`src/hw/rtl/mbre_fifo.sv`:
```
// Small synchronous FIFO used for the command and result queues.
`default_nettype none

module mbre_fifo #(
  parameter int unsigned DW    = 8,
  parameter int unsigned DEPTH = 2
) (
  input  wire logic                         clk_i,
  input  wire logic                         rst_ni,
  input  wire logic                         push_i,
  input  wire logic [DW-1:0]                data_i,
  output logic                              full_o,
  input  wire logic                         pop_i,
  output logic [DW-1:0]                     data_o,
  output logic                              empty_o,
  output logic [$clog2(DEPTH+1)-1:0]        count_o
);

  localparam int unsigned PW = (DEPTH > 1) ? $clog2(DEPTH) : 1;
  localparam int unsigned CW = $clog2(DEPTH + 1);

  logic [DW-1:0] mem_q [DEPTH];
  logic [PW-1:0] wr_q, wr_d, rd_q, rd_d;
  logic [CW-1:0] cnt_q, cnt_d;
  logic          do_push, do_pop;

  assign full_o  = (cnt_q == CW'(DEPTH));
  assign empty_o = (cnt_q == '0);
  assign count_o = cnt_q;
  assign data_o  = mem_q[rd_q];
  assign do_push = push_i && !full_o;
  assign do_pop  = pop_i && !empty_o;

  always_comb begin
    wr_d  = wr_q;
    rd_d  = rd_q;
    cnt_d = cnt_q;
    if (do_push) begin
      wr_d = (wr_q == PW'(DEPTH - 1)) ? '0 : wr_q + 1'b1;
    end
    if (do_pop) begin
      rd_d = (rd_q == PW'(DEPTH - 1)) ? '0 : rd_q + 1'b1;
    end
    if (do_push && !do_pop) begin
      cnt_d = cnt_q + 1'b1;
    end else if (do_pop && !do_push) begin
      cnt_d = cnt_q - 1'b1;
    end
  end

  always_ff @(posedge clk_i or negedge rst_ni) begin
    if (!rst_ni) begin
      wr_q  <= '0;
      rd_q  <= '0;
      cnt_q <= '0;
    end else begin
      wr_q  <= wr_d;
      rd_q  <= rd_d;
      cnt_q <= cnt_d;
    end
  end

  always_ff @(posedge clk_i) begin
    if (do_push) begin
      mem_q[wr_q] <= data_i;
    end
  end

endmodule

`default_nettype wire

```
`config.mk`:
```
export PLATFORM = sky130hd
export DESIGN_NAME = mbre_fifo
export DESIGN_NICKNAME = d
export VERILOG_FILES = /design/src/hw/rtl/mbre_fifo.sv
export SDC_FILE = /design/constraint.sdc
export NUM_CORES = 1
export LEC_CHECK = 0
export BUFFER_PORTS_ARGS = -buffer_cell sky130_fd_sc_hd__buf_2
export CORE_MARGIN = 3
export CORE_UTILIZATION = 40
export CTS_BUF_LIST = sky130_fd_sc_hd__clkbuf_16
export CTS_CLUSTER_SIZE = 28
export DETAILED_ROUTE_END_ITERATION = 6
export PLACE_DENSITY = 0.73
export SYNTH_ARGS = -nofsm -noshare
export SYNTH_HDL_FRONTEND = slang
export SYNTH_SLANG_ARGS = --single-unit
```
`constraint.sdc`:
```
create_clock -name clk_i -period 1.4 [get_ports clk_i]
set_input_delay 0.14 -clock clk_i [delete_from_list [all_inputs] [get_ports clk_i]]
set_output_delay 0.14 -clock clk_i [all_outputs]
set_load 0.02 [all_outputs]
```
; ---- After elaboration in Yosys (flattened, before gate mapping)
; Memories as Yosys holds them, arrays and structs flattened.
; Index checks and enable logic that the tools add are counted.
[word_totals]
reg_bits = 4
ramBits = 16
inputBits = 12
out_inout_bits = 12
elab_cells = 25
memories = 1
[mem_list]
columns = memory, words, width, rd, rd_ports_with_merged_regs, wr, line_no
row1 = mem_q, 2, 8, 1, 0, 1, 22  ; logic [DW-1:0] mem_q [DEPTH];
[classes]
n_addsub = 4
eq_ne = 1
mux = 6
reduce_logical = 10
[ops]
columns = cell, count
row1 = 1-bit logical AND, 4
row2 = 1-bit logical NOT, 4
row3 = 1-bit 2-to-1 mux, 4
row4 = 2-bit 2-to-1 mux, 2
row5 = 1-bit adder (second input constant), 2
row6 = 2-bit by 1-bit adder with 2-bit output (second input constant), 1
row7 = 2-bit equality test (second input constant), 1
row8 = 2-bit logical NOT, 1
row9 = 2-bit nonzero test, 1
row10 = 2-bit by 1-bit subtractor with 2-bit output (second input constant), 1

; ---- Depth between registers and ports, before layout
[logic_depth]
depth_word = 7
mapped_depth = 7
mapped_depth_nobuf = 7

; ---- Worst setup path after synthesis
; Ideal clock, no wire load.
[synth_path]
path_type = register to register
start = reg cnt_q[0] (netlist: count_o[0])
end = mem mem_q[0][0], enable pin
setup_time_ns = 0.370
arrival_time_ns = 1.173
required_ns = 1.030
setup_slack_ns = -0.143
path_stages_with_launch = 4
path_buffers = 0
period_less_slack_ns = 1.543
cell_sequence = dfrtp_1 -> nand2b_1 -> nand2_2 -> nor2_1
[synth_between]
elab_chain_cells = 5
[synth_rtl]
columns = element, line_no
row1 = start: declaration, 24  ; logic [CW-1:0] cnt_q, cnt_d;
row2 = start signal: assignment, 59  ; cnt_q <= cnt_d;
row3 = 2-bit equality test, 27  ; assign full_o = (cnt_q == CW'(DEPTH));
row4 = 1-bit logical NOT, 31  ; assign do_push = push_i && !full_o;
row5 = 1-bit logical AND, 31
row6 = 1-bit 2-to-1 mux, 64  ; if (do_push) begin
row7 = 1-bit 2-to-1 mux (not written as such), 65  ; mem_q[wr_q] <= data_i;
row8 = end: declaration, 22
; No other way between the ends.

; ---- Final worst setup path
[layout_path]
start = reg rd_q
end = out data_o[1]
[layout_between]
elab_chain_cells = 1
[layout_rtl]
columns = element, line_no
row1 = start: declaration, 23  ; logic [PW-1:0] wr_q, wr_d, rd_q, rd_d;
row2 = start signal: assignment, 58  ; rd_q <= rd_d;
row3 = memory read 2 x 8 bit, n/a
row4 = end: declaration, 14  ; output logic [DW-1:0] data_o,
; No other way between the ends.

==> results.json <==
{
  "htreeDepth": 1,
  "clock-sinks": 20,
  "cts_tree": "done",
  "synth_top_area_share_pct": 61.44,
  "worst_slew_pin_slew_ns": 0.4058,
  "diodes": 0,
  "die_h_um": 50.22,
  "io_buffers": 23,
  "min_period_ns": 1.396,
  "cts_buffers": 3,
  "drc": 0,
  "synth_compound_area_share_pct": 0.6400,
  "arrival_ns": 1.26,
  "cap_viol_max_count": 0,
  "vias": 471,
  "layout-area-overhead-vs-synth_pct": 41.92,
  "finalHoldViolations": 0,
  "clock_path_buffers": 2,
  "synthesis.nets": 57,
  "ys_seq_area_share_pct": 74.24,
  "synthMuxAreaShare_pct": 11.52,
  "finalPower_mw": 2.546,
  "start_kind": "flip-flop",
  "avgSynthCellArea_um2": 17.77,
  "max_slew_margin_pct": 72.94,
  "grt_first_pass_wirelength_um": 2187,
  "slowest_stage": "dfrtp_2",
  "slew_viol_final": 0,
  "fmax_mhz": 716.6,
  "synthSimpleGateAreaFrac_pct": 3.840,
  "gp_congestion": 0.6936,
  "grt_usage_pct": 11.99,
  "reg2reg_depth": 6,
  "vias_per_cell": 4.573,
  "drt_iter0_drc": 10,
  "antenna_found_initial": 0,
  "cellLeakagePower_nw": 0.4661,
  "critical_path_class": "reg2out",
  "rrSetupSlack_ns": 0.05,
  "ys_types": 15,
  "run_status": "finished, final reports clean",
  "root_buffer": "clkbuf_16",
  "reg2reg_to": "count_o[1]$_DFFE_PN0P_",
  "cpPeakStageDelay_ns": 0.49,
  "p_per_area_mw_per_mm2": 2294,
  "skew_ns": 0.001461,
  "min_from": "data_i[7]",
  "setup_violations": 0,
  "synth.largest_area_cell": "edfxtp_1",
  "yosys-top-cells-area": "edfxtp_1 (61%), dfrtp_1 (13%), mux2_1 (8.6%)",
  "path_clk_slew_ns": 0.05,
  "place_area_um2": 977.2,
  "critPathMaxFanout": 9,
  "grt_pass1_vias": 508,
  "dieArea_mm2": 0.002522,
  "placementRows": 15,
  "clk_latency_ns": 0.24,
  "hp-class": "in2reg",
  "endpoint_kind": "primary output",
  "dr.pass1.iters": 4,
  "cp_data_required_time_ns": 1.26,
  "period_share_pct": 99.68,
  "synth_top_family_by_area": "multiplexers",
  "r2r-start": "count_o[0]$_DFFE_PN0P_",
  "ys_ff_latch": 20,
  "synth_area_um2": 782.0,
  "vdd_drop_max_mv": 1.656,
  "whs_path_depth": 1,
  "rsz0062_at_grt": "yes",
  "final_nets": 92,
  "drive_gt1_share_pct": 57.69,
  "final_cells": 103,
  "synthXorXnorAreaFrac_pct": 6.560,
  "dp.cells": 96,
  "start_util_pct": 43.86,
  "fp.coreArea_mm2": 0.001783,
  "die_x_um": 50.22,
  "whs_endpoint": "mem_q[0][7]$_DFFE_PP_",
  "wl_per_cell_um": 13.16,
  "totalWireLength_um": 1355,
  "grt_start_max_net_pins": 12,
  "timing.setup.tns_ns": 0,
  "final_antenna_net_count": 0,
  "dp_hpwl_um": 955.2,
  "synth_adder_area_share_pct": 1.600,
  "ios": 24,
  "crit_chain": "mux2_1 -> buf_2",
  "postLayoutCellArea_mm2": 0.001110,
  "overflow": 0,
  "synth_cells": 44,
  "synth_warnings": 0
}
logic make-up (layout without fill, tap and decap cells):
family                     count (synthesis)  count (layout)
muxes                                      8               8
AOI/OAI and AO/OA                          1               1
adders and majority gates                  1               1
xor gates and xnor gates                   5               5
and+or+nand+nor                            6               6
DFF                                       20              20
buffers and inverters                      3              37
critical path, delay by kind of cell, from the launching register on:
| family | cells | cell delay [ns] |
|---|---|---|
| buf+inv | 1 | 0.16 |
| flops | 1 | 0.49 |
| mux | 1 | 0.36 |
cell type report:
| cell class | count | area, um^2 |
|---|---|---|
| fillers | 140 | 673.1 |
| flip-flops and latches | 20 | 584.3 |
| multi-input cells | 21 | 227.7 |
| repair buffers | 31 | 177.7 |
| clock buffers | 3 | 75.07 |
| well taps | 25 | 31.28 |
| inverters | 2 | 10.01 |
| clock inverters | 1 | 3.754 |
per-layer routing:
metal  wire, um  part of all wire (%)  vias up  GRT usage [%]
met1        506                    37      226          14.06
met3         86                   6.3        2          3.858
li1           -                     -      226              -
met4          7                  0.52        0          2.765
met2        754                    56       17          21.09
met5          0                     0        -              0
synthesized netlist by cell type, drive strengths merged:
library cell / n
xnor2: 3
xor2: 2
nor2: 3
nand2b: 1
nand2: 1
mux2: 8
edfxtp: 16
inv: 2
and3: 1
buf: 1
o21ai: 1
ha: 1
dfrtp: 4
through the flow:
| stage | hold WS [ns] | setup WS (ns) | utilization, % |
|---|---|---|---|
| after global routing | 0.08015 | -0.05166 | 62.25 |
| after CTS | 0.07986 | -0.001210 | 60.28 |
| after global placement | -0.04796 | 0.06898 | 54.81 |
| after floorplan | -0.1556 | 0.00007117 | - |
| after detailed placement | -0.04407 | 0.04370 | 54.81 |
| final | 0.08282 | 0.004464 | 62.25 |
placed cells by master (no fill, tap or decap), drive strengths merged:
| cell | count |
|---|---|
| edfxtp | 16 |
| and3 | 1 |
| dfrtp | 4 |
| xnor2 | 3 |
| o21ai | 1 |
| nand2b | 1 |
| xor2 | 2 |
| clkbuf | 3 |
| dlygate4sd3 | 1 |
| nor2 | 3 |
| ha | 1 |
| clkinv | 1 |
| inv | 2 |
| buf | 30 |
| mux2 | 8 |
| nand2 | 1 |
sequential cells by signal (all words and copies together) (netlist names):
signal / count
rd_q: 1
wr_q: 1
mem_q: 16
count_o: 2
worst max-delay path by stage:
stage / startpoint / to / slack (ns) / cells past startpoint
after floorplan: count_o[0]$_DFFE_PN0P_ / count_o[1]$_DFFE_PN0P_ / 0.00007 / 6
after global placement: count_o[0]$_DFFE_PN0P_ / count_o[1]$_DFFE_PN0P_ / 0.07 / 6
after detailed placement: count_o[0]$_DFFE_PN0P_ / count_o[1]$_DFFE_PN0P_ / 0.04 / 7
after CTS: rd_q$_DFFE_PN0P_ / data_o[1] / -0.001 / 2
after global routing: rd_q$_DFFE_PN0P_ / data_o[3] / -0.05 / 2
final: rd_q$_DFFE_PN0P_ / data_o[1] / 0.004 / 2
what timing repair did:
action | 4_1_cts | 5_1_grt
endpoints found under the hold margin | 4 | 0
setup endpoints to repair | 8 | 9
buffers inserted | 1 | 1
resized for setup | 1 | 7
pin swaps | 0 | 5
hold buffers | 1 | 0
where the power goes:
part | leakage, nW | switching (mW) | internal [mW] | total [mW]
logic | 0.235 | 0.524 | 0.471 | 0.996
registers | 0.192 | 0.146 | 0.843 | 0.989
clock network | 0.0385 | 0.182 | 0.379 | 0.561
(Power assumes the default switching activity.)
