[config.mk]
export PLATFORM = sky130hd
export DESIGN_NAME = mbre_front
export DESIGN_NICKNAME = d
export VERILOG_FILES = /design/src/hw/rtl/mbre_pkg.sv /design/src/hw/rtl/mbre_front.sv
export SDC_FILE = /design/constraint.sdc
export NUM_CORES = 1
export LEC_CHECK = 0
export BUFFER_PORTS_ARGS = -buffer_cell sky130_fd_sc_hd__buf_2
export CAP_MARGIN = 20
export CORE_ASPECT_RATIO = 1.4
export CORE_MARGIN = 10
export CORE_UTILIZATION = 52
export DETAILED_ROUTE_END_ITERATION = 10
export PLACE_DENSITY_LB_ADDON = 0.08
export SYNTH_ARGS = -nofsm -noshare
export SYNTH_HDL_FRONTEND = slang
export SYNTH_SLANG_ARGS = --single-unit
[constraint.sdc]
create_clock -name clk_i -period 3.7 [get_ports clk_i]
set_input_delay 0.37 -clock clk_i [delete_from_list [all_inputs] [get_ports clk_i]]
set_output_delay 0.37 -clock clk_i [all_outputs]
set_load 0.02 [all_outputs]
[src/hw/rtl/mbre_pkg.sv]
// Shared types and constants for the mono bitmap raster engine.
`default_nettype none

package mbre_pkg;

  typedef enum logic [1:0] {
    OP_PIXEL = 2'd0,
    OP_RECT  = 2'd1,
    OP_FILL  = 2'd2,
    OP_READ  = 2'd3
  } op_e;

  typedef enum logic [1:0] {
    MODE_SET = 2'd0,
    MODE_CLR = 2'd1,
    MODE_INV = 2'd2
  } mode_e;

  typedef enum logic [0:0] {
    CFG_WIDTH  = 1'b0,
    CFG_HEIGHT = 1'b1
  } cfg_e;

  localparam int unsigned OP_W     = 2;
  localparam int unsigned MODE_W   = 2;
  localparam int unsigned X_W      = 7;
  localparam int unsigned Y_W      = 6;
  localparam int unsigned WPX_W    = 8;
  localparam int unsigned HPX_W    = 7;
  localparam int unsigned CFG_IDX_W = 1;
  localparam int unsigned CFG_DATA_W = 8;
  localparam int unsigned RD_W     = 8;

  localparam logic [WPX_W-1:0] WIDTH_RST  = 8'd128;
  localparam logic [HPX_W-1:0] HEIGHT_RST = 7'd64;

  // word index within a row, bit offset within a word, row base address
  localparam int unsigned WI_W   = 6;
  localparam int unsigned OFF_W  = 6;
  localparam int unsigned BASE_W = 11;
  localparam int unsigned ROWS_W = 7;

  localparam int unsigned CMD_DEPTH = 2;
  localparam int unsigned RES_DEPTH = 2;
  localparam int unsigned RES_CNT_W = $clog2(RES_DEPTH + 1);

  typedef struct packed {
    logic              rd;
    logic              draw;
    logic              err;
    mode_e             mode;
    logic [WI_W-1:0]   wi0;
    logic [WI_W-1:0]   wi1;
    logic [WI_W-1:0]   stride;
    logic [OFF_W-1:0]  lo;
    logic [OFF_W-1:0]  hi;
    logic [BASE_W-1:0] base;
    logic [ROWS_W-1:0] rows;
  } cmd_t;

  typedef struct packed {
    logic [RD_W-1:0] read_word;
    logic            range_error;
  } res_t;

endpackage

`default_nettype wire

[src/hw/rtl/mbre_front.sv]
// Front end: config registers, item capture, range check and command decode.
`default_nettype none

module mbre_front #(
  parameter int unsigned WORD_BITS     = 8,
  parameter int unsigned MAX_ROW_WORDS = 16,
  parameter int unsigned MAX_ROWS      = 64
) (
  input  wire logic                                 clk_i,
  input  wire logic                                 rst_ni,
  input  wire logic                                 cfg_we_i,
  input  wire logic [mbre_pkg::CFG_IDX_W-1:0]       cfg_idx_i,
  input  wire logic [mbre_pkg::CFG_DATA_W-1:0]      cfg_data_i,
  input  wire logic                                 push_i,
  output logic                                      full_o,
  input  wire logic [mbre_pkg::OP_W-1:0]            op_i,
  input  wire logic [mbre_pkg::MODE_W-1:0]          mode_i,
  input  wire logic [mbre_pkg::X_W-1:0]             x_i,
  input  wire logic [mbre_pkg::Y_W-1:0]             y_i,
  input  wire logic [mbre_pkg::WPX_W-1:0]           w_i,
  input  wire logic [mbre_pkg::HPX_W-1:0]           h_i,
  input  wire logic                                 hold_i,
  output mbre_pkg::cmd_t                            cmd_o,
  output logic                                      cmd_push_o,
  input  wire logic                                 cmd_full_i
);

  import mbre_pkg::*;

  localparam int unsigned W_LIM = MAX_ROW_WORDS * WORD_BITS;
  localparam int unsigned SHIFT = 16;
  localparam int unsigned RECIP = ((1 << SHIFT) + WORD_BITS - 1) / WORD_BITS;

  typedef enum logic [1:0] {F_IDLE, F_DIV, F_PUSH} fstate_e;

  fstate_e            state_q;
  logic [WPX_W-1:0]   width_q;
  logic [HPX_W-1:0]   height_q;

  op_e                op_q;
  logic [MODE_W-1:0]  mode_q;
  logic [X_W-1:0]     x_q;
  logic [Y_W-1:0]     y_q;
  logic [WPX_W-1:0]   w_q, wu_q;
  logic [HPX_W-1:0]   h_q, hu_q;

  logic [WI_W-1:0]    qx_q, qx_d, ql_q, ql_d, s_q, s_d;
  logic [8:0]         last_q, last_d;
  logic               err_q, err_d;

  logic [WPX_W-1:0]   wu;
  logic [HPX_W-1:0]   hu;
  logic [31:0]        prod_x, prod_l, prod_s;
  logic               pix_ok, rect_ok, mode_ok, accept;
  logic [OFF_W-1:0]   rem_x, rem_l;
  logic [BASE_W-1:0]  ybase;

  assign wu = (int'(width_q) > W_LIM) ? WPX_W'(W_LIM) : width_q;
  assign hu = (int'(height_q) > MAX_ROWS) ? HPX_W'(MAX_ROWS) : height_q;

  assign full_o     = (state_q != F_IDLE) || hold_i;
  assign accept     = push_i && !full_o;
  assign cmd_push_o = (state_q == F_PUSH) && !cmd_full_i;

  // quotients by WORD_BITS through a scaled reciprocal, exact below 1024
  always_comb begin
    last_d  = 9'(x_q) + 9'(w_q) - 9'd1;
    prod_x  = 32'(x_q) * 32'(RECIP);
    prod_l  = 32'(last_d) * 32'(RECIP);
    prod_s  = (32'(wu_q) + 32'(WORD_BITS - 1)) * 32'(RECIP);
    qx_d    = WI_W'(prod_x >> SHIFT);
    ql_d    = WI_W'(prod_l >> SHIFT);
    s_d     = WI_W'(prod_s >> SHIFT);
    pix_ok  = (8'(x_q) < wu_q) && (7'(y_q) < hu_q);
    rect_ok = pix_ok && ((9'(x_q) + 9'(w_q)) <= 9'(wu_q)) &&
              ((8'(y_q) + 8'(h_q)) <= 8'(hu_q));
    case (op_q)
      OP_PIXEL: err_d = !pix_ok;
      OP_RECT:  err_d = !rect_ok;
      OP_FILL:  err_d = 1'b0;
      OP_READ:  err_d = !pix_ok;
      default:  err_d = 1'b0;
    endcase
  end

  always_comb begin
    rem_x   = OFF_W'(int'(x_q) - int'(qx_q) * WORD_BITS);
    rem_l   = OFF_W'(int'(last_q) - int'(ql_q) * WORD_BITS);
    ybase   = BASE_W'(y_q) * BASE_W'(s_q);
    mode_ok = mode_q inside {MODE_SET, MODE_CLR, MODE_INV};

    cmd_o        = '0;
    cmd_o.err    = err_q;
    cmd_o.mode   = mode_e'(mode_q);
    cmd_o.stride = s_q;
    cmd_o.wi0    = qx_q;
    cmd_o.wi1    = qx_q;
    cmd_o.lo     = rem_x;
    cmd_o.hi     = rem_x;
    cmd_o.base   = ybase;
    cmd_o.rows   = ROWS_W'(1);
    case (op_q)
      OP_PIXEL: begin
        cmd_o.draw = !err_q && mode_ok;
      end
      OP_RECT: begin
        cmd_o.wi1  = ql_q;
        cmd_o.hi   = rem_l;
        cmd_o.rows = ROWS_W'(h_q);
        cmd_o.draw = !err_q && (w_q != '0) && (h_q != '0) && mode_ok;
      end
      OP_FILL: begin
        cmd_o.wi0  = '0;
        cmd_o.wi1  = s_q - 1'b1;
        cmd_o.lo   = '0;
        cmd_o.hi   = OFF_W'(WORD_BITS - 1);
        cmd_o.base = '0;
        cmd_o.rows = ROWS_W'(hu_q);
        cmd_o.draw = (s_q != '0) && (hu_q != '0) && mode_ok;
      end
      OP_READ: begin
        cmd_o.rd = !err_q;
      end
      default: begin
        cmd_o.draw = 1'b0;
      end
    endcase
  end

  always_ff @(posedge clk_i or negedge rst_ni) begin
    if (!rst_ni) begin
      state_q  <= F_IDLE;
      width_q  <= WIDTH_RST;
      height_q <= HEIGHT_RST;
    end else begin
      if (cfg_we_i) begin
        case (cfg_e'(cfg_idx_i))
          CFG_WIDTH:  width_q  <= cfg_data_i;
          CFG_HEIGHT: height_q <= HPX_W'(cfg_data_i);
          default:    width_q  <= width_q;
        endcase
      end
      case (state_q)
        F_IDLE:  if (accept) state_q <= F_DIV;
        F_DIV:   state_q <= F_PUSH;
        F_PUSH:  if (!cmd_full_i) state_q <= F_IDLE;
        default: state_q <= F_IDLE;
      endcase
    end
  end

  always_ff @(posedge clk_i) begin
    if (accept) begin
      op_q   <= op_e'(op_i);
      mode_q <= mode_i;
      x_q    <= x_i;
      y_q    <= y_i;
      w_q    <= w_i;
      h_q    <= h_i;
      wu_q   <= wu;
      hu_q   <= hu;
    end
    if (state_q == F_DIV) begin
      qx_q   <= qx_d;
      ql_q   <= ql_d;
      s_q    <= s_d;
      last_q <= last_d;
      err_q  <= err_d;
    end
  end

endmodule

`default_nettype wire

Yosys cells after proc, flatten, opt, wreduce, memory -nomap -nowiden. Cells that the tools add are included.

Flip-flop bits (word level): 87. Bits of input ports: 47. Output and inout bits: 55. Logic and storage cells: 82.

Add/sub/neg operators: 7. Multipliers: 1. $lt $le $gt $ge: 6. Eq/ne operators: 9. Multiplexer cells: 12. Bitwise logic cells: 1. Reductions and logical operators: 30.

Operators with widths (count): case mux 6 bit (2 select lines) (2); case mux 7 bit (2 select lines) (1); nonzero test 7 bit (2); subtractor 6 bit (2); logical AND 1 bit (11); multiplier 6 x 6 -> 11 bit (1); 2-to-1 mux 11 bit (1); adder 7 x 8 -> 9 bit (1); adder 8 x 3 -> 9 bit (second input constant) (1); less-or-equal comparator 9 x 8 -> 1 bit (1); subtractor 9 x 1 -> 9 bit (second input constant) (1); adder 6 x 7 -> 8 bit (1); == test 2 bit (second input constant) (4); > comparator 8 bit (second input constant) (1); less-or-equal comparator 8 x 7 -> 1 bit (1); < comparator 7 x 8 -> 1 bit (1); nonzero test 8 bit (1); > comparator 7 bit (second input constant) (1); < comparator 6 x 7 -> 1 bit (1); == test 2 x 1 -> 1 bit (second input constant) (3); logical NOT 2 bit (3); 2-to-1 mux 6 bit (1); case mux 1 bit (3 select lines) (2); case mux 2 bit (3 select lines) (1); 13 further kinds (21).

Depth between registers and ports, before layout. Gate-level depths: netlist of run 1.

Depth after elaboration: 6. Gate-level depth with buffers: 15. Mapped depth without buffers: 14.

Least setup slack after synthesis of run 1. No wires, ideal clock.

Path kind: reg-to-output. From: reg s_q[2]. To: out cmd_o[16] in the netlist's numbering. Arrival: 3.812 ns. Required time: 3.330 ns. Setup slack: -0.482 ns. Cell stages (with the launch flop): 15. Path buffers: 1. Cell sequence: edfxtp_1 clkbuf_1 and2_1 fa_1 inv_1 fa_1 fa_1 inv_1 ha_1 nor2b_1 o21ai_1 nand2b_1 a21o_1 a21oi_1 mux2_1.

RTL lines: start: declaration (line mbre_front.sv:47) `logic [WI_W-1:0] qx_q, qx_d, ql_q, ql_d, s_q, s_d;`; start signal: assignment (line mbre_front.sv:166) `s_q <= s_d;`; end: declaration (line mbre_front.sv:23) `output mbre_pkg::cmd_t cmd_o,`.

==> impl_metrics.yaml, run 1 <==
run_status:
  outcome: "finished, violations left"
  violations: "negative setup slack"
sta:
  fmaxAchievable_mhz: 238
  setup_tns_ns: -1.81
  finalHoldWorstSlack_ns: 0.201
  fin_skew_ns: 0.00973
  post-route-period-util_pct: 113
  final_hold_violating_endpoints: 0
  timing.max_slew.rel_slack_pct: 29.0
  final_setup_vio_count: 6
  period_minus_slack_ns: 4.19
  rsz0062_at_grt: "true"
  tightestPinTransition_ns: 1.06
  finalMaxSlewViolations: 0
  fin_ws_ns: -0.494
worst_setup_path:
  timing.reg2reg.setup_slack_ns: 0.15
  critical_path_end_type: "primary output"
  worstReg2RegEnd: "err_q"
  path_class: "flop to primary output"
  cp.arrival_ns: 3.82
  rr_startpoint: "y_q[0]"
  reg2reg_depth: 14
  crit_path_max_fanout: 3
  worst_ep_required_time_ns: 3.33
  crit_path_start_kind: "flop"
clock_tree:
  clock_latency_ns: 0.34
  tritoncts.num_buffers: 9
  cts_buffer_depth: 2
  clk_transition_reported_paths_ns: 0.06
  cts-root-buf: "sky130_fd_sc_hd__clkbuf_16"
  cts_tree: "done"
  cts.sink_count: 84
  htree_num_levels: 3
min_path:
  hold_end: "h_q[6]"
  hold-path-cell-count: 1
  startpoint_of_the_most_critical_hold_path: "h_i[6]"
  hold_path_class: "input pin to flop"
global_routing:
  grt-ovfl-total: 0
  grt_util_overall_pct: 18.2
  grt_antenna_before_repair: 0
  grt_pass1_vias: 4611
  grt.busiest_layer: "met2"
  met3_usage_pct: 3.23
  grt_first_pass_wirelength_mm: 22.9
  groute.layer.met2.usage_pct: 34.1
  gr-usage-met1_pct: 19.1
  grt_start_max_net_pins: 39
power_and_ir_drop:
  pwr-share-clk_pct: 27.9
  comb_power_share_pct: 34.6
  leakage_nw: 3.27
  swShare_pct: 32.1
  power.ir.vdd_worst_mv: 0.296
  power_frac_seq_pct: 37.5
  total_switching_power_mw: 1.01
  power.internal_mw: 2.14
  power.density_mw_per_mm2: 436
placement:
  globalplace.congestion: 0.954
  final_hpwl_dp_mm: 11.6
  numPortBuffers: 99
  preCtsSetupSlack_ns: -0.218
routing:
  wl_per_cell_um: 17.6
  wirelength_mm: 14.3
  drcViolationCount: 0
  detailedRoute.firstIterationViolations: 225
  first_pass_iters: 5
  antenna_nets_post_route: 0
  route.vias.total: 4377
  via_per_inst: 5.40
yosys:
  synthFlopType: "sky130_fd_sc_hd__edfxtp_1"
  synth_area_mm2: 0.00588
  number_of_standard_cells_after_synthesis: 540
  syn_avg_cell_area_um2: 10.9
  yosysUniqueCellTypes: 56
  synth-seq-area-share_pct: 41.5
  warning_count_from_the_yosys_run: 0
  register_bit_count_reported_by_yosys: 84
  async_flop_share_pct: 20.2
  synth_enable_flop_cells: 67
finish:
  areaGrowthSynthToFinish_pct: 22.7
  fraction_of_layout_instances_using_a_drive_strength_above_1_pct: 28.1
  num-nets-final: 796
  antenna_cells: 0
floorplan:
  die_ht_um: 146
  placementRows: 45
  initial_core_utilization_pct: 53.6
  die_w_um: 110
  design.die.area_mm2: 0.0160
  core_mm2: 0.0110
  io_pins: 102
flow_run:
  drv.max_cap_violation_count: 0
-- worst max-delay path: stages (launching register included) --
cell and delay, ns:
sky130_fd_sc_hd__edfxtp_1 0.41, sky130_fd_sc_hd__and2_1 0.19, sky130_fd_sc_hd__fa_1 0.52, sky130_fd_sc_hd__inv_2 0.04, sky130_fd_sc_hd__fa_1 0.46, sky130_fd_sc_hd__fa_1 0.51, sky130_fd_sc_hd__inv_2 0.04, sky130_fd_sc_hd__ha_4 0.22
sky130_fd_sc_hd__nor2b_4 0.13, sky130_fd_sc_hd__o21ai_1 0.12, sky130_fd_sc_hd__nand2b_1 0.09, sky130_fd_sc_hd__a21o_1 0.17, sky130_fd_sc_hd__a21oi_2 0.14, sky130_fd_sc_hd__mux2_4 0.32, sky130_fd_sc_hd__buf_6 0.13
-- timing repair --
action	CTS	global route
hold buffers	1	0
endpoints found under the setup margin	6	7
pin swaps	2	4
buffers inserted	1	4
endpoints found under the hold margin	15	0
gates resized for setup	15	12
-- power by group through the flow --
| stage | registers, mW | clock network, mW | logic (mW) |
|---|---|---|---|
| 2_1_floorplan | 1.19 | 0 | 0.707 |
| 3_3_place_gp | 1.20 | 0 | 0.974 |
| 3_5_place_dp | 1.20 | 0 | 1.00 |
| 4_1_cts | 1.18 | 0.892 | 1.05 |
| 5_1_grt | 1.19 | 0.937 | 1.21 |
| 6_report | 1.18 | 0.878 | 1.09 |
-- sequential cells by signal, indices dropped and copies added (netlist names), 3 cells and up --
signal	count
height_q	7
ql_q	6
s_q	6
width_q	8
last_q	3
wu_q	8
qx_q	4
h_q	7
y_q	6
x_q	7
hu_q	7
w_q	8
-- synthesized netlist by cell type (3+ instances only) --
cell type	number	share of area (%)
sky130_fd_sc_hd__xnor2_1	21	3.1
sky130_fd_sc_hd__a21oi_1	22	1.9
sky130_fd_sc_hd__clkbuf_1	13	0.83
sky130_fd_sc_hd__fa_1	19	6.5
sky130_fd_sc_hd__buf_4	3	0.38
sky130_fd_sc_hd__a22oi_1	10	1.3
sky130_fd_sc_hd__a221oi_1	3	0.45
sky130_fd_sc_hd__edfxtp_1	67	34
sky130_fd_sc_hd__mux2_1	16	3.1
sky130_fd_sc_hd__o21bai_1	4	0.51
sky130_fd_sc_hd__nand2b_1	4	0.43
sky130_fd_sc_hd__a211oi_1	4	0.51
sky130_fd_sc_hd__inv_1	58	3.7
sky130_fd_sc_hd__ha_1	65	14
sky130_fd_sc_hd__nand4_1	3	0.32
sky130_fd_sc_hd__dfrtp_1	15	6.4
sky130_fd_sc_hd__nor2b_1	32	3.4
sky130_fd_sc_hd__nor4_1	3	0.32
sky130_fd_sc_hd__nand3_1	4	0.34
sky130_fd_sc_hd__nor2_1	37	2.4
sky130_fd_sc_hd__nor3_1	5	0.43
sky130_fd_sc_hd__nand2_1	27	1.7
sky130_fd_sc_hd__buf_1	3	0.19
sky130_fd_sc_hd__o21ai_0	4	0.34
sky130_fd_sc_hd__o21ai_1	12	1.0
sky130_fd_sc_hd__and2_1	26	2.8
sky130_fd_sc_hd__xor2_1	11	1.6
sky130_fd_sc_hd__a21o_1	9	1.1
-- logic make-up after synthesis --
kind of cell    share of synthesized area [%]
flops                                    41.5
mux                                      3.25
compound gates                           10.3
other cells                            0.0637
buf+inv                                  5.19
fa+ha+maj                                20.3
xor+xnor                                 5.32
simple gates                             14.2
-- how the worst max path moves through the flow --
stage                      start         to  depth (start not counted)
after floorplan           s_q[2]  cmd_o[16]                         14
after global placement    y_q[3]  cmd_o[16]                         14
after detailed placement  y_q[3]  cmd_o[16]                         14
after CTS                 y_q[3]  cmd_o[16]                         14
after global routing      y_q[2]  cmd_o[17]                         14
final                     y_q[4]  cmd_o[16]                         14
-- layout by cell type, fill, tap and decap left out, types with 18 or more instances in the layout --
cell type / instances
sky130_fd_sc_hd__xnor2_1: 20
sky130_fd_sc_hd__inv_1: 55
sky130_fd_sc_hd__nor2b_1: 30
sky130_fd_sc_hd__fa_1: 18
sky130_fd_sc_hd__a21oi_1: 18
sky130_fd_sc_hd__nand2_1: 26
sky130_fd_sc_hd__ha_1: 62
sky130_fd_sc_hd__buf_4: 34
sky130_fd_sc_hd__and2_1: 21
sky130_fd_sc_hd__edfxtp_1: 67
sky130_fd_sc_hd__buf_2: 93
sky130_fd_sc_hd__nor2_1: 33
-- layout make-up --
class / count / area [um2]
clock buffer: 12 / 268
clock inverter: 4 / 31.3
fill: 878 / 3760
inverter: 58 / 218
multi-input combinational: 379 / 3300
sequential: 84 / 2440
tap: 141 / 176
timing repair buffer: 133 / 787
-- per-layer routing --
metal  up-vias  share of wire (%)  wire [um]
li1       2122                  -          -
met1      2110                 37       5340
met2       113                 56       7930
met3        32                4.4        632
met4         0                2.7        380
met5         -                  0          0
-- through the flow --
stage                     std cells  util [%]  power [mW]  cell area (um2)
after CTS                       808      65.1        3.13             7140
after global routing            811      65.7        3.34             7220
after global placement          790      61.8        2.17             6780
after detailed placement        790      61.8        2.20             6780
final                           811      65.7        3.15             7220
after floorplan                 541         -        1.90             6000
(Power assumes the default switching activity.)
==> run 2: changes to the inputs <==
==> constraint.sdc (replaced) <==
create_clock -name clk_i -period 3.5 [get_ports clk_i]
set_input_delay 0.35 -clock clk_i [delete_from_list [all_inputs] [get_ports clk_i]]
set_output_delay 0.35 -clock clk_i [all_outputs]
set_load 0.05 [all_outputs]
==> run 2 against run 1 <==
The flow still finishes with violations (negative setup slack). Clock skew fell by 0.0013 ns. First-iteration DRC count rose by 4.4%. Sequential power rose by 6%. Highest routed layer unchanged. Hold slack got worse by 0.013 ns. Utilization rose by 2.7 points. Combinational power rose by 43%. Final area rose by 4.2%. Sequential share of layout area fell by 1.4 points. Total power rose by 19%. Count of clock-buffer cells in the layout did not move. Via count rose by 1.1%.
==> impl_metrics.yaml, run 2 (same netlist as run 1, synthesis figures left out) <==
run_status:
  outcome: "finished, violations left"
  violations: "negative setup slack"
power_and_ir_drop:
  leakage_nw: 3.39
  power.density_mw_per_mm2: 496
  power.internal_mw: 2.39
  power_frac_seq_pct: 33.4
  total_switching_power_mw: 1.35
  comb_power_share_pct: 41.9
  pwr-share-clk_pct: 24.7
  power.ir.vdd_worst_mv: 0.394
  swShare_pct: 36.1
floorplan:
  die_ht_um: 146
  io_pins: 102
  placementRows: 45
  core_mm2: 0.0110
  design.die.area_mm2: 0.0160
  initial_core_utilization_pct: 53.6
  die_w_um: 110
routing:
  detailedRoute.firstIterationViolations: 235
  via_per_inst: 5.37
  wl_per_cell_um: 17.8
  wirelength_mm: 14.7
  route.vias.total: 4427
  antenna_nets_post_route: 0
  first_pass_iters: 5
  drcViolationCount: 0
worst_setup_path:
  crit_path_max_fanout: 4
  cp.arrival_ns: 3.80
  path_class: "flop to primary output"
  path_delay_family: "adder cells"
  worst_ep_required_time_ns: 3.15
  crit_top_cell: "sky130_fd_sc_hd__fa_1"
  path_cells: "buf_4, and2_1, fa_1, fa_1, inv_1, fa_1, inv_2, ha_4, o21ai_1, nand2b_1, a21o_1, a21oi_2, mux2_4, buf_8"
  critical_path_end_type: "primary output"
  cell_with_the_largest_stage_delay_on_the_worst_path: "sky130_fd_sc_hd__fa_1"
  critical-path-max-stage-delay_ns: 0.49
  timing.critical_path.buf_inv: 4
  crit_path_start_kind: "flop"
finish:
  biggestRegsByFlops: "w_q (8), width_q (8), wu_q (8)"
  fraction_of_layout_instances_using_a_drive_strength_above_1_pct: 32.3
  mostFrequentLayoutCells: "sky130_fd_sc_hd__buf_2, sky130_fd_sc_hd__edfxtp_1, sky130_fd_sc_hd__ha_1"
  num-nets-final: 810
  areaGrowthSynthToFinish_pct: 27.8
  mostFrequentLayoutCell: "sky130_fd_sc_hd__buf_2"
  final_core_util_pct: 68.5
  fin_area_mm2: 0.00752
  fillCellCount: 827
  antenna_cells: 0
global_routing:
  grt_util_overall_pct: 18.5
  grt_start_max_net_pins: 48
  grt_first_pass_wirelength_mm: 23.4
  grt_antenna_before_repair: 0
  grt-ovfl-total: 0
  grt_pass1_vias: 4726
sta:
  timing.max_slew.rel_slack_pct: 28.5
  post-route-period-util_pct: 118
  fmaxAchievable_mhz: 241
  tightestPinTransition_ns: 1.07
  fin_skew_ns: 0.00839
  period_minus_slack_ns: 4.15
  final_hold_violating_endpoints: 0
  rsz0062_at_grt: "true"
  finalMaxSlewViolations: 0
  final_setup_vio_count: 7
  fin_ws_ns: -0.646
placement:
  numPortBuffers: 99
  final_hpwl_dp_mm: 11.8
  globalplace.congestion: 0.910
  preCtsSetupSlack_ns: -0.468
  dpl-instance-area_mm2: 0.00689
flow_run:
  drv.max_cap_violation_count: 0
clock_tree:
  cts-root-buf: "sky130_fd_sc_hd__clkbuf_16"
  clk_transition_reported_paths_ns: 0.07
  clock_latency_ns: 0.33
  cts_buffer_depth: 2
  cts.sink_count: 84
  tritoncts.num_buffers: 9
  cts_tree: "done"
  htree_num_levels: 3
min_path:
  hold_path_class: "input pin to flop"
## run 2: cell count changes in the layout (fill, tap and decap cells not counted), moves of 3 or more
| cell | previous run | this run |
|---|---|---|
| sky130_fd_sc_hd__nor2_1 | 33 | 30 |
| sky130_fd_sc_hd__nor2_4 | 1 | 6 |
| sky130_fd_sc_hd__buf_8 | 0 | 4 |
| sky130_fd_sc_hd__buf_4 | 34 | 40 |
| sky130_fd_sc_hd__nand2_1 | 26 | 21 |
| sky130_fd_sc_hd__buf_6 | 5 | 10 |
| sky130_fd_sc_hd__nand2_2 | 1 | 5 |
## run 2: worst paths after layout
path	from	endpoint	slack [ns]	depth (start not counted)
worst max-delay path	y_q[2]	cmd_o[16]	-0.65	14
worst min-delay path	h_i[3]	h_q[3]	0.19	1
worst max register to register	w_q[0]	err_q	0.07	12
worst min register to register	width_q[3]	width_q[3]	0.48	1
max in group asynchronous	rst_ni	height_q[6]	2.71	2
min in group asynchronous	rst_ni	state_q[0]	0.48	2
## run 2: per-stage QoR
stage                     setup TNS (ns)  power [mW]  cells  hold slack [ns]
final                              -2.94        3.73    825            0.188
after global routing               -3.90        3.94    825            0.175
after CTS                          -3.08        3.67    819            0.177
after detailed placement           -1.54        2.61    796            0.285
after global placement             -1.20        2.57    796            0.279
after floorplan                    -2.14        2.27    541           0.0544
## run 2: layout make-up
class	instances	area [um2]	share of cell area [%]
multi-input combinational	379	3440	45.8
sequential	84	2440	32.5
timing repair buffer	147	943	12.5
clock buffer	12	268	3.56
inverter	58	218	2.90
tap	141	176	2.35
clock inverter	4	31.3	0.416
## run 2: power groups by stage
stage | clock, mW | combinational, mW | sequential [mW]
final | 0.923 | 1.56 | 1.25
after global placement | 0 | 1.31 | 1.26
after detailed placement | 0 | 1.34 | 1.27
after global routing | 0.987 | 1.70 | 1.26
after floorplan | 0 | 1.00 | 1.27
after CTS | 0.945 | 1.47 | 1.25
## run 2: repair_timing
item                                   CTS  global route
pin swaps                               14            15
setup endpoints to repair                7             8
hold buffers                             1             0
resized for setup                       27            27
endpoints found under the hold margin   15             0
setup buffers                            7            10
## run 2: routing by layer
layer | global-route usage (%) | share of wire (%)
met1 | 19.4 | 37
met4 | 6.14 | 1.6
met3 | 2.83 | 4.2
met2 | 35.3 | 58
met5 | 0 | 0
